`src/design/sorted_table_nearest_key_lookup_assert.svh`:
```
// Assertion macros for the sorted key table.
// Included by the top level; relies on its clock and reset signal names.
`ifndef SORTED_TABLE_NEAREST_KEY_LOOKUP_ASSERT_SVH
`define SORTED_TABLE_NEAREST_KEY_LOOKUP_ASSERT_SVH

// Checks that a condition holds at every clock edge outside reset.
`define STNKL_ALWAYS(label, cond, msg) \
   label: assert property (@(posedge clock) disable iff (reset) (cond)) \
      else $error(msg);

// Checks that one condition implies another in the same cycle.
`define STNKL_IMPLIES(label, ante, cons, msg) \
   label: assert property (@(posedge clock) disable iff (reset) (ante) |-> (cons)) \
      else $error(msg);

`endif

```
`src/design/stnkl_pkg.sv`:
```
// Package for the sorted key table: sizes, codes, commands, states, link types.
// Used by the table cell, the top level and the bench; depends on nothing else.
package stnkl_pkg;

   localparam int DEPTH     = 16;
   localparam int KEY_W     = 32;
   localparam int PAYLOAD_W = 16;
   localparam int STATUS_W  = 2;
   localparam int CNT_W     = $clog2(DEPTH + 1);

   localparam logic [STATUS_W-1:0] STATUS_OK    = 2'd0;
   localparam logic [STATUS_W-1:0] STATUS_FULL  = 2'd1;
   localparam logic [STATUS_W-1:0] STATUS_EMPTY = 2'd2;

   localparam logic FUNC_INSERT = 1'b0;
   localparam logic FUNC_LOOKUP = 1'b1;

   typedef enum logic [1:0] {
      CMD_HOLD,
      CMD_INSERT,
      CMD_COMPARE,
      CMD_PICK
   } cell_cmd_type;

   typedef enum logic [1:0] {
      ST_IDLE,
      ST_COMPARE,
      ST_PICK,
      ST_SELECT
   } state_type;

   typedef struct packed {
      logic                 valid;
      logic                 place;
      logic                 ge;
      logic                 closer;
      logic [KEY_W-1:0]     key;
      logic [PAYLOAD_W-1:0] payload;
   } cell_link_type;

endpackage

```
`src/design/stnkl_cell.sv`:
```
// One entry of the sorted key table, with its insert shift and lookup compare logic.
// Depends on stnkl_pkg; instantiated in a row by the top level.
module stnkl_cell (
   input  logic                           clock,
   input  logic                           reset,
   input  stnkl_pkg::cell_cmd_type        cmd,
   input  logic [stnkl_pkg::KEY_W-1:0]    new_key,
   input  logic [stnkl_pkg::PAYLOAD_W-1:0] new_payload,
   input  stnkl_pkg::cell_link_type       prev_link,
   input  stnkl_pkg::cell_link_type       next_link,
   output stnkl_pkg::cell_link_type       link,
   output logic                           pick
);
   import stnkl_pkg::*;

   logic                 valid_ff, valid_in;
   logic [KEY_W-1:0]     key_ff, key_in;
   logic [PAYLOAD_W-1:0] payload_ff, payload_in;
   logic                 ge_ff, ge_in;
   logic [KEY_W-1:0]     above_ff, above_in;
   logic [KEY_W-1:0]     below_ff, below_in;
   logic                 pick_ff, pick_in;
   logic                 place;
   logic                 cand;
   logic                 closer;

   // An entry makes room for a new key when it is empty or holds a greater key.
   assign place  = !valid_ff || (key_ff > new_key);
   assign cand   = ge_ff && !prev_link.ge;
   assign closer = cand && prev_link.valid && (below_ff < above_ff);

   always_comb begin
      valid_in   = valid_ff;
      key_in     = key_ff;
      payload_in = payload_ff;
      ge_in      = ge_ff;
      above_in   = above_ff;
      below_in   = below_ff;
      pick_in    = pick_ff;
      case (cmd)
         CMD_INSERT: begin
            if (place) begin
               if (prev_link.place) begin
                  valid_in   = prev_link.valid;
                  key_in     = prev_link.key;
                  payload_in = prev_link.payload;
               end else begin
                  valid_in   = 1'b1;
                  key_in     = new_key;
                  payload_in = new_payload;
               end
            end
         end
         CMD_COMPARE: begin
            ge_in    = valid_ff && (key_ff >= new_key);
            above_in = key_ff - new_key;
            below_in = new_key - prev_link.key;
         end
         CMD_PICK: begin
            pick_in = (cand && !closer) || next_link.closer
                      || (valid_ff && !next_link.valid && !ge_ff);
         end
         default: begin
         end
      endcase
   end

   always_ff @(posedge clock) begin
      if (reset) begin
         valid_ff <= 1'b0;
      end else begin
         valid_ff <= valid_in;
      end
   end

   always_ff @(posedge clock) begin
      key_ff     <= key_in;
      payload_ff <= payload_in;
      ge_ff      <= ge_in;
      above_ff   <= above_in;
      below_ff   <= below_in;
      pick_ff    <= pick_in;
   end

   assign link.valid   = valid_ff;
   assign link.place   = place;
   assign link.ge      = ge_ff;
   assign link.closer  = closer;
   assign link.key     = key_ff;
   assign link.payload = payload_ff;
   assign pick         = pick_ff;

endmodule

```
`config.mk`:
```
export PLATFORM = sky130hd
export DESIGN_NAME = stnkl_cell
export DESIGN_NICKNAME = d
export VERILOG_FILES = /design/src/design/sorted_table_nearest_key_lookup_assert.svh /design/src/design/stnkl_pkg.sv /design/src/design/stnkl_cell.sv
export SDC_FILE = /design/constraint.sdc
export NUM_CORES = 1
export LEC_CHECK = 0
export BUFFER_PORTS_ARGS = -buffer_cell sky130_fd_sc_hd__buf_2
export CORE_MARGIN = 2
export CORE_UTILIZATION = 50
export DETAILED_ROUTE_END_ITERATION = 12
export PLACE_DENSITY = 0.86
export SYNTH_ARGS = -nofsm -noshare
export SYNTH_HDL_FRONTEND = slang
export SYNTH_SLANG_ARGS = --single-unit
```
`constraint.sdc`:
```
create_clock -name clock -period 5.2 [get_ports clock]
set_input_delay 1.04 -clock clock [delete_from_list [all_inputs] [get_ports clock]]
set_output_delay 1.04 -clock clock [all_outputs]
set_load 0.01 [all_outputs]
```
==> flow_metrics.env, run 1 <==
export IMPL_synth_sequential_area_ratio=0.403
export IMPL_vias_in_the_first_global_route=7207
export IMPL_critical_path_max_fanout=6
export IMPL_synth_edf_count=114
export IMPL_viasPerCell=5.76
export IMPL_synthesis_area_per_instance_um2=9.50
export IMPL_achievable_frequency_ghz=0.222
export IMPL_timing_final_crit_period_ns=4.50
export IMPL_yosys_cell_types=64
export IMPL_fill_cells=1323
export IMPL_p_sw_frac=0.302
export IMPL_timing_critical_path_max_delay_family="simple AND/OR/NAND/NOR gates"
export IMPL_share_seq_of_total_power=0.386
export IMPL_grt_setup_unrepaired="false"
export IMPL_core_area_um2=16600
export IMPL_path_cells="buf_2 > inv_1 > ha_1 > and2_1 > nand3_1 > or4_1 > nor2_1 > o21ai_0 > o211ai_1 > nand2_1 > nand2_1 > buf_2"
export IMPL_power_density_cell_area_nw_per_um2=295
export IMPL_wire_length_of_the_first_global_routing_pass_um=35300
export IMPL_gp_congestion=1.05
export IMPL_dp_hpwl_um=17400
export IMPL_cellInternalPower_mw=2.09
export IMPL_post_cts_setup_repair_bufs=0
export IMPL_syn_nets=1152
export IMPL_ios=209
export IMPL_start_util=0.514
export IMPL_setup_tns_final_ns=0
export IMPL_design_power_total_mw=2.99
export IMPL_global_route_overflow_total=0
export IMPL_async_reset_ff_frac=0
export IMPL_syn_area_um2=8550
export IMPL_timing_final_crit_share=0.864
export IMPL_dieArea_um2=18200
export IMPL_drt_first_pass_iters=5
export IMPL_final_hold_viol_count=0
export IMPL_arrival_time_at_the_worst_endpoint_ns=3.46
export IMPL_comb_power_share=0.251
export IMPL_most_instantiated_cells_after_synthesis="124 x inv_1, 114 x edfxtp_1, 94 x ha_1, 75 x nand2_1, 74 x a21oi_1"
export IMPL_h_tree_depth=4
export IMPL_worst_path_max_delay_cell="or4_1"
export IMPL_synth_cells=900
export IMPL_cts_root_buffer_cell="clkbuf_16"
export IMPL_die_span_x_um=135
export IMPL_top_cell_type_s_share_of_synthesized_area=0.401
export IMPL_power_static_leakage_nw=4.70
export IMPL_die_height_um=135
export IMPL_final_skew_ns=0.00659
export IMPL_cts_tree="built"
export IMPL_post_drt_wl_per_cell_um=17.3
export IMPL_grt_antenna_before_repair=0
export IMPL_crit_required_ns=4.16
export IMPL_remaining_drc_errors=0
export IMPL_cts_buffers=17
export IMPL_regToRegSetupSlack_ns=1.87
export IMPL_startpoint_type="primary input"
export IMPL_gr_usage_all_layers=0.251
export IMPL_first_iter_violations=663
export IMPL_synthTopCellsByArea="edfxtp_1 40%, ha_1 14%, inv_1 5.4%"
export IMPL_ir_drop_v=0.000239
export IMPL_cts_resized=0
export IMPL_yosysWarnings=0
export IMPL_post_cts_hold_buffer_count=0
export IMPL_ys_flop_type="edfxtp_1"
export IMPL_vias=7435
export IMPL_post_drt_antenna_nets=0
export IMPL_synth_most_common_cell="inv_1"
export IMPL_cts_sinks=115
export IMPL_numPortBuffers=157
export IMPL_worstSetupPathType="primary input to primary output"
export IMPL_fin_util=0.608
export IMPL_setup_violations_final=0
export IMPL_critical_path_n_buffers_inverters=3
export IMPL_timing_critical_path_slowest_cell_delay_ns=0.57
export IMPL_final_layout_size_suffix_gt1_frac=0.208
export IMPL_synthDominantAreaCellType="edfxtp_1"
export IMPL_cts_buffer_depth=2
export IMPL_layout_nets=1310
export IMPL_power_clock_fraction=0.363
export IMPL_worstSetupEndpointType="primary output"
export IMPL_report_final_slew_viol_count=0
export IMPL_diodes=0
export IMPL_drv_max_cap_violation_count=0
export IMPL_headroom_to_the_max_slew_limit=0.303
export IMPL_clkSlewWorstSetupHoldPaths_ns=0.06
export IMPL_area_growth_synth_to_final_pct=18.4
export IMPL_ys_ff_latch=115
export IMPL_tightest_slew_ns=1.04
export IMPL_clk_insertion_delay_late_ns=0.43
export IMPL_run_status="complete, no violations"
export IMPL_timing_hold_worst_class="flop to flop"
export IMPL_detail_route_wirelength_um=22300
export IMPL_largest_net_degree_at_the_start_of_global_routing=49
export IMPL_rows=47
export IMPL_power_net_switching_mw=0.901
-- power by group through the flow --
stage | Sequential (mW) | Clock [mW] | Combinational (mW)
floorplan | 1.18 | 0 | 0.496
global placement | 1.17 | 0 | 0.700
detailed placement | 1.17 | 0 | 0.728
CTS | 1.15 | 1.09 | 0.738
global route | 1.16 | 1.13 | 0.823
finish | 1.15 | 1.08 | 0.750
-- cells in the final DEF, fill, tap and decap left out, types with 12 or more instances in the layout --
master | netlist | final
a21o_1 | 40 | 40
a21oi_1 | 74 | 73
buf_2 | 0 | 157
clkbuf_16 | 0 | 17
edfxtp_1 | 114 | 114
ha_1 | 94 | 94
inv_1 | 124 | 124
mux2_2 | 16 | 16
nand2_1 | 75 | 75
nand3_1 | 18 | 18
nand4_1 | 12 | 12
nor2_1 | 47 | 47
o21ai_0 | 69 | 69
xnor2_1 | 34 | 34
xor2_1 | 13 | 13
-- worst register-to-register path: cells and delay by family (launching register included) --
kind,cells,cell delay [ns]
flops,1,0.43
compound gates,3,0.54
buf+inv,1,0.29
fa+ha+maj,1,0.43
simple gates,5,1.27
-- routing by layer --
layer / up-vias / GRT usage / part of all wire
met5: - / 0 / 0
met4: 0 / 0.109 / 0.037
met3: 63 / 0.0612 / 0.093
met2: 371 / 0.419 / 0.47
met1: 3431 / 0.311 / 0.40
li1: 3570 / - / -
-- cells by family (layout without fill, tap and decap cells) --
group	count (synthesis)	in the layout	share of synthesized area
AND/OR/NAND/NOR	211	211	0.117
XOR/XNOR	47	47	0.0482
buffers and inverters	146	317	0.0659
AO/OA/AOI/OAI	267	267	0.200
flip-flops	115	115	0.403
multiplexers	18	18	0.0234
adder cells (fa/ha/maj)	96	96	0.142
-- stage by stage --
step | cell area (µm²) | hold WS [ns] | setup WS [ns] | std cells
final | 10100 | 0.600 | 0.705 | 1291
after global routing | 10100 | 0.628 | 0.488 | 1291
after CTS | 10100 | 0.609 | 0.725 | 1291
after detailed placement | 9570 | 0.598 | 0.732 | 1259
after global placement | 9570 | 0.575 | 0.778 | 1259
after floorplan | 8550 | 0.528 | 0.757 | 900
-- layout make-up --
cell class,count,area (µm²),area share
clock buffers,18,429,0.0424
clock inverters,14,116,0.0115
inverters,124,465,0.0460
multi-input cells,639,4560,0.451
flip-flops and latches,115,3440,0.340
well taps,220,275,0.0272
repair buffers,161,828,0.0819
-- sequential cells by signal, indices dropped and copies added, names as in the netlist --
name        flops
below_ff       32
ge_ff           1
valid_ff        1
payload_ff     16
key_ff         32
above_ff       32
pick            1
-- worst paths after layout --
kind	from	end	depth (start not counted)
worst min-delay path	valid_ff	valid_ff	2
worst max-delay path	new_key[21]	link[50]	12
worst max register to register	key_ff[21]	key_ff[8]	10
worst min register to register	valid_ff	valid_ff	2
Power figures use the tool's default switching activity.
==> inputs of run 2 (changes only) <==
ABC_AREA = 1   (was not set)
==> flow_metrics.env, run 2 <==
export IMPL_setup_violations_final=0
export IMPL_post_drt_wl_per_cell_um=16.7
export IMPL_gr_usage_all_layers=0.284
export IMPL_final_hold_worst_slack_ns=0.691
export IMPL_h_tree_depth=4
export IMPL_achievable_frequency_ghz=0.258
export IMPL_global_route_overflow_total=0
export IMPL_startpoint_type="primary input"
export IMPL_timing_critical_path_slowest_cell_delay_ns=0.41
export IMPL_share_seq_of_total_power=0.372
export IMPL_cts_tree="built"
export IMPL_multi_input_area_um2=4740
export IMPL_yosysWarnings=0
export IMPL_cts_buffer_depth=2
export IMPL_area_growth_synth_to_final_pct=18.3
export IMPL_regToRegSetupSlack_ns=2.27
export IMPL_yosys_area_share_xor_xnor=0.0490
export IMPL_timing_final_crit_period_ns=3.87
export IMPL_final_skew_ns=0.0147
export IMPL_timing_hold_worst_class="flop to flop"
export IMPL_start_util=0.514
export IMPL_core_area_um2=17400
export IMPL_remaining_drc_errors=0
export IMPL_critical_path_top_cell_by_count="nand2_2"
export IMPL_cellInternalPower_mw=2.19
export IMPL_worstSetupEndpointType="primary output"
export IMPL_p_sw_frac=0.303
export IMPL_combinational_family_with_the_most_area_after_synthesis="simple AND/OR/NAND/NOR gates"
export IMPL_synthesis_area_per_instance_um2=7.97
export IMPL_final_layout_size_suffix_gt1_frac=0.175
export IMPL_final_hold_viol_count=0
export IMPL_diodes=0
export IMPL_ir_drop_v=0.000258
export IMPL_top_cell_type_s_share_of_synthesized_area=0.383
export IMPL_detail_route_wirelength_um=25400
export IMPL_drv_max_cap_violation_count=0
export IMPL_async_reset_ff_frac=0
export IMPL_vias_in_the_first_global_route=7825
export IMPL_first_iter_violations=601
export IMPL_clk_insertion_delay_late_ns=0.43
export IMPL_dieArea_um2=18900
export IMPL_syn_nets=1372
export IMPL_post_drt_antenna_nets=0
export IMPL_critical_path_max_fanout=3
export IMPL_numPortBuffers=157
export IMPL_synthTopCellsByArea="edfxtp_1 38%, ha_1 13%, nand2_1 12%"
export IMPL_worstSetupPathType="primary input to primary output"
export IMPL_die_height_um=138
export IMPL_synth_edf_count=114
export IMPL_gp_congestion=0.922
export IMPL_post_cts_hold_buffer_count=0
export IMPL_ys_flop_type="edfxtp_1"
export IMPL_viasPerCell=5.25
export IMPL_wire_length_of_the_first_global_routing_pass_um=39800
export IMPL_cts_buffers=17
export IMPL_vias=7989
export IMPL_yosys_mux_area_fraction=0
export IMPL_timing_final_crit_share=0.745
export IMPL_ys_ff_latch=115
export IMPL_syn_area_um2=8930
export IMPL_synth_sequential_area_ratio=0.386
export IMPL_largestRegisters="above_ff (32), below_ff (32), key_ff (32)"
export IMPL_power_density_cell_area_nw_per_um2=297
export IMPL_synth_simple_gate_area_frac=0.217
export IMPL_yosys_cell_types=40
export IMPL_setup_tns_final_ns=0
export IMPL_power_static_leakage_nw=5.23
export IMPL_synthDominantAreaCellType="edfxtp_1"
export IMPL_layout_commonest_cell="nand2_1"
export IMPL_headroom_to_the_max_slew_limit=0.354
export IMPL_mostFrequentLayoutCells="276 x nand2_1, 183 x inv_1, 157 x buf_2"
export IMPL_arrival_time_at_the_worst_endpoint_ns=2.83
export IMPL_worst_path_max_delay_cell="fa_1"
export IMPL_grt_setup_unrepaired="false"
export IMPL_largest_net_degree_at_the_start_of_global_routing=82
export IMPL_die_span_x_um=138
export IMPL_cts_sinks=115
export IMPL_cts_root_buffer_cell="clkbuf_16"
export IMPL_layout_nets=1537
export IMPL_power_clock_fraction=0.387
export IMPL_clkSlewWorstSetupHoldPaths_ns=0.05
export IMPL_dp_hpwl_um=21000
export IMPL_synth_most_common_cell="nand2_1"
export IMPL_post_cts_setup_repair_bufs=0
export IMPL_power_net_switching_mw=0.952
export IMPL_crit_required_ns=4.16
export IMPL_fill_cells=1569
export IMPL_most_instantiated_cells_after_synthesis="276 x nand2_1, 183 x inv_1, 114 x edfxtp_1, 94 x ha_1, 91 x a21oi_1"
export IMPL_rows=48
export IMPL_synthAdderAreaFrac=0.136
export IMPL_tightest_slew_ns=0.966
export IMPL_run_status="complete, no violations"
export IMPL_comb_power_share=0.242
export IMPL_regArea_um2=3440
export IMPL_grt_antenna_before_repair=0
export IMPL_path_cells="buf_2 > ha_1 > fa_1 > inv_1 > nand2_1 > nand2_1 > nand3_1 > nand2_2 > nand2_2 > nand2_4 > nand2_2 > nand2_2 > nand2_2 > nand2_2 > buf_2"
export IMPL_synth_cells=1120
export IMPL_fraction_of_the_mapped_netlist_area_in_compound_gates=0.127
export IMPL_cts_resized=0
export IMPL_drt_first_pass_iters=6
export IMPL_ios=209
export IMPL_report_final_slew_viol_count=0
==> run 2: cell types whose count changed after synthesis, sizes merged, moves of 7 or more <==
cell | before | now
xor2 | 13 | 40
clkbuf | 17 | 10
nor2b | 9 | 0
nand2 | 75 | 292
inv | 124 | 185
a211oi | 10 | 2
nand3 | 18 | 47
a21o | 40 | 8
xnor2 | 34 | 10
a21oi | 74 | 95
nand2b | 10 | 0
mux2 | 16 | 0
nor2 | 47 | 88
==> run 2: critical path: cells and delay by family <==
family                   cells  cell delay (ns)
adder cells (fa/ha/maj)      2             0.65
buffers and inverters        3             0.32
AND/OR/NAND/NOR             10             0.81
==> run 2: routing by layer <==
layer / GRT usage / wire, µm / vias to the layer above
met5: 0 / 0 / -
met4: 0.0876 / 595 / 0
met3: 0.0497 / 1370 / 40
met2: 0.453 / 11700 / 282
met1: 0.394 / 11700 / 3627
li1: - / - / 4040
==> run 2: path summary, 6_finish.rpt <==
check                                start    endpoint  depth (start not counted)
worst max-delay path            new_key[0]    link[50]                         15
worst min-delay path                 ge_ff        pick                          4
worst max register to register   key_ff[0]  key_ff[14]                         15
worst min register to register       ge_ff        pick                          4
==> run 2: cells by family (layout without fill, tap and decap cells) <==
kind of cell               Yosys count  count (layout)
and+or+nand+nor                    459             459
DFF                                115             115
buffers and inverters              200             377
adders and majority gates           96              96
AOI/OAI and AO/OA                  200             200
xor gates and xnor gates            50              50
==> run 2: per-stage QoR <==
stage                     cells  utilization  area (µm²)  total power [mW]  setup WS, ns
final                      1522        0.609       10600              3.14          1.33
after global routing       1522        0.609       10600              3.28          1.19
after global placement     1491        0.574        9970              1.92          1.35
after CTS                  1522        0.609       10600              3.13          1.33
after floorplan            1120            -        8930              1.68         0.103
after detailed placement   1491        0.574        9970              1.93          1.34
==> run 2: cell type report <==
class / count / area share
Timing Repair Buffer: 160 / 0.0765
Clock buffer: 17 / 0.0403
Sequential cell: 115 / 0.326
Clock inverter: 14 / 0.0160
Multi-Input combinational cell: 805 / 0.449
Inverter: 186 / 0.0661
Tap cell: 225 / 0.0266
==> run 2: power by group through the flow <==
stage	Sequential [mW]	Clock [mW]	Combinational, mW
2_1_floorplan	1.18	0	0.499
3_3_place_gp	1.18	0	0.733
3_5_place_dp	1.18	0	0.746
4_1_cts	1.17	1.22	0.751
5_1_grt	1.17	1.25	0.857
6_report	1.17	1.21	0.759
==> inputs of run 3 (changes only) <==
ABC_AREA = 0   (was 1)
clock period = 3.3 ns   (was 5.2 ns; I/O delays follow)
==> flow_metrics.env, run 3 (synthesis results as in run 1) <==
export IMPL_run_status="finished, violations left"
export IMPL_violations="setup timing"
export IMPL_design_power_total_mw=4.92
export IMPL_largest_net_degree_at_the_start_of_global_routing=49
export IMPL_critical_path_startpoint="key_ff[0]"
export IMPL_post_drt_antenna_nets=0
export IMPL_largestRegisters="above_ff (32), below_ff (32), key_ff (32)"
export IMPL_reg2reg_from="key_ff[0]"
export IMPL_cts_sinks=115
export IMPL_critical_path_n_buffers_inverters=2
export IMPL_dp_hpwl_um=18200
export IMPL_cellInternalPower_mw=3.48
export IMPL_clk_insertion_delay_late_ns=0.42
export IMPL_final_skew_ns=0.00911
export IMPL_ir_drop_v=0.000371
export IMPL_share_seq_of_total_power=0.371
export IMPL_setup_tns_final_ns=-0.0723
export IMPL_drv_max_cap_violation_count=0
export IMPL_area_growth_synth_to_final_pct=29.0
export IMPL_critical_path_top_cell_by_count="nand2_1"
export IMPL_cts_buffers=17
export IMPL_power_net_switching_mw=1.44
export IMPL_regToRegEndpoint="key_ff[21]"
export IMPL_achievable_frequency_ghz=0.297
export IMPL_first_iter_violations=663
export IMPL_power_static_leakage_nw=5.13
export IMPL_setup_violations_final=1
export IMPL_wire_length_of_the_first_global_routing_pass_um=36300
export IMPL_finalWorstSetupSlack_ns=-0.0723
export IMPL_h_tree_depth=4
export IMPL_crit_end="link[50]"
export IMPL_power_density_cell_area_nw_per_um2=446
export IMPL_vias_in_the_first_global_route=7393
export IMPL_cts_buffer_depth=2
export IMPL_timing_critical_path_slowest_cell_delay_ns=0.39
export IMPL_clkSlewWorstSetupHoldPaths_ns=0.05
export IMPL_dieArea_um2=18200
export IMPL_post_drt_wl_per_cell_um=17.6
export IMPL_final_hold_viol_count=0
export IMPL_p_sw_frac=0.293
export IMPL_vias=7738
export IMPL_report_final_slew_viol_count=0
export IMPL_worstSetupPathType="flop to primary output"
export IMPL_ios=209
export IMPL_startpoint_type="flop"
export IMPL_worst_path_max_delay_cell="edfxtp_1"
export IMPL_mostFrequentLayoutCells="157 x buf_2, 122 x inv_1, 114 x edfxtp_1"
export IMPL_timing_final_crit_period_ns=3.37
export IMPL_grt_setup_unrepaired="true"
export IMPL_timing_critical_path_max_delay_family="compound AO/OA/AOI/OAI gates"
export IMPL_layout_nets=1389
export IMPL_regToRegSetupSlack_ns=0.04
export IMPL_global_route_overflow_total=0
export IMPL_place_worst_setup_slack_ns=-0.136
export IMPL_die_span_x_um=135
export IMPL_power_clock_fraction=0.355
export IMPL_cts_root_buffer_cell="clkbuf_16"
export IMPL_fin_util=0.662
export IMPL_remaining_drc_errors=0
export IMPL_dpl_instance_area_um2=10200
export IMPL_cts_tree="built"
export IMPL_hold_path_depth=2
export IMPL_final_layout_size_suffix_gt1_frac=0.278
export IMPL_headroom_to_the_max_slew_limit=0.451
export IMPL_timing_hold_worst_class="primary input to flop"
export IMPL_layout_commonest_cell="buf_2"
export IMPL_worst_r2r_path_depth=16
export IMPL_diodes=0
export IMPL_drt_first_pass_iters=5
export IMPL_grt_antenna_before_repair=0
export IMPL_rows=47
export IMPL_comb_power_share=0.275
export IMPL_crit_cells=12
export IMPL_viasPerCell=5.65
export IMPL_gr_usage_all_layers=0.258
export IMPL_detail_route_wirelength_um=24100
export IMPL_gp_congestion=1.00
export IMPL_finalInstanceArea_um2=11000
export IMPL_timing_final_crit_share=1.02
export IMPL_numPortBuffers=157
export IMPL_die_height_um=135
export IMPL_arrival_time_at_the_worst_endpoint_ns=2.71
export IMPL_worstSetupEndpointType="primary output"
export IMPL_start_util=0.514
export IMPL_critical_path_max_fanout=2
export IMPL_tightest_slew_ns=0.824
export IMPL_crit_required_ns=2.64
export IMPL_core_area_um2=16600
export IMPL_path_cells="inv_1 > ha_2 > fa_2 > nor2b_2 > o31a_1 > o311ai_4 > a21oi_2 > o21ai_2 > o211ai_1 > nand2_1 > nand2_1 > buf_2"
[run 3: changes by cell type in the layout (fill, tap and decap cells not counted), moves of 18 or more]
cell and delta:
a21o_1 +32, nand2_1 -201, inv_1 -61, xnor2_1 +24, a21oi_1 -18, nor2_1 -35, buf_4 +67, xor2_1 -27
nand3_1 -28
[run 3: worst min path at each step]
stage / from / endpoint / slack [ns]
floorplan: valid_ff / valid_ff / 0.55
global placement: valid_ff / valid_ff / 0.58
detailed placement: valid_ff / valid_ff / 0.61
CTS: reset / valid_ff / 0.40
global route: reset / valid_ff / 0.41
finish: reset / valid_ff / 0.40
[run 3: power groups by stage]
| stage | Clock [mW] | Combinational (mW) | Sequential [mW] |
|---|---|---|---|
| finish | 1.74 | 1.35 | 1.82 |
| floorplan | 0 | 0.804 | 1.85 |
| global placement | 0 | 1.23 | 1.85 |
| global route | 1.81 | 1.48 | 1.83 |
| detailed placement | 0 | 1.26 | 1.85 |
| CTS | 1.76 | 1.29 | 1.82 |
[run 3: repair_timing]
item,in CTS,in global routing
hold buffers,0,0
gates resized for setup,5,9
pin swaps,5,4
endpoints found under the setup margin,1,50
gates cloned,0,7
setup buffers,6,4
[run 3: stage by stage]
step,instances,hold WS [ns]
after floorplan,900,0.551
after global placement,1322,0.581
after detailed placement,1322,0.606
after CTS,1359,0.397
after global routing,1369,0.410
final,1369,0.405
[run 3: area by class of cell]
| type | instances | area, µm² |
|---|---|---|
| fill | 1292 | 5620 |
| multi-input combinational | 639 | 4720 |
| sequential | 115 | 3440 |
| timing repair buffer | 240 | 1560 |
| inverter | 124 | 480 |
| clock buffer | 18 | 429 |
| tap | 220 | 275 |
| clock inverter | 13 | 119 |
[run 3: layer usage]
| metal | GRT usage | share of wire | wire (µm) |
|---|---|---|---|
| met4 | 0.111 | 0.033 | 785 |
| met1 | 0.349 | 0.42 | 10100 |
| met2 | 0.409 | 0.47 | 11300 |
| met3 | 0.0432 | 0.076 | 1830 |
| met5 | 0 | 0 | 0 |
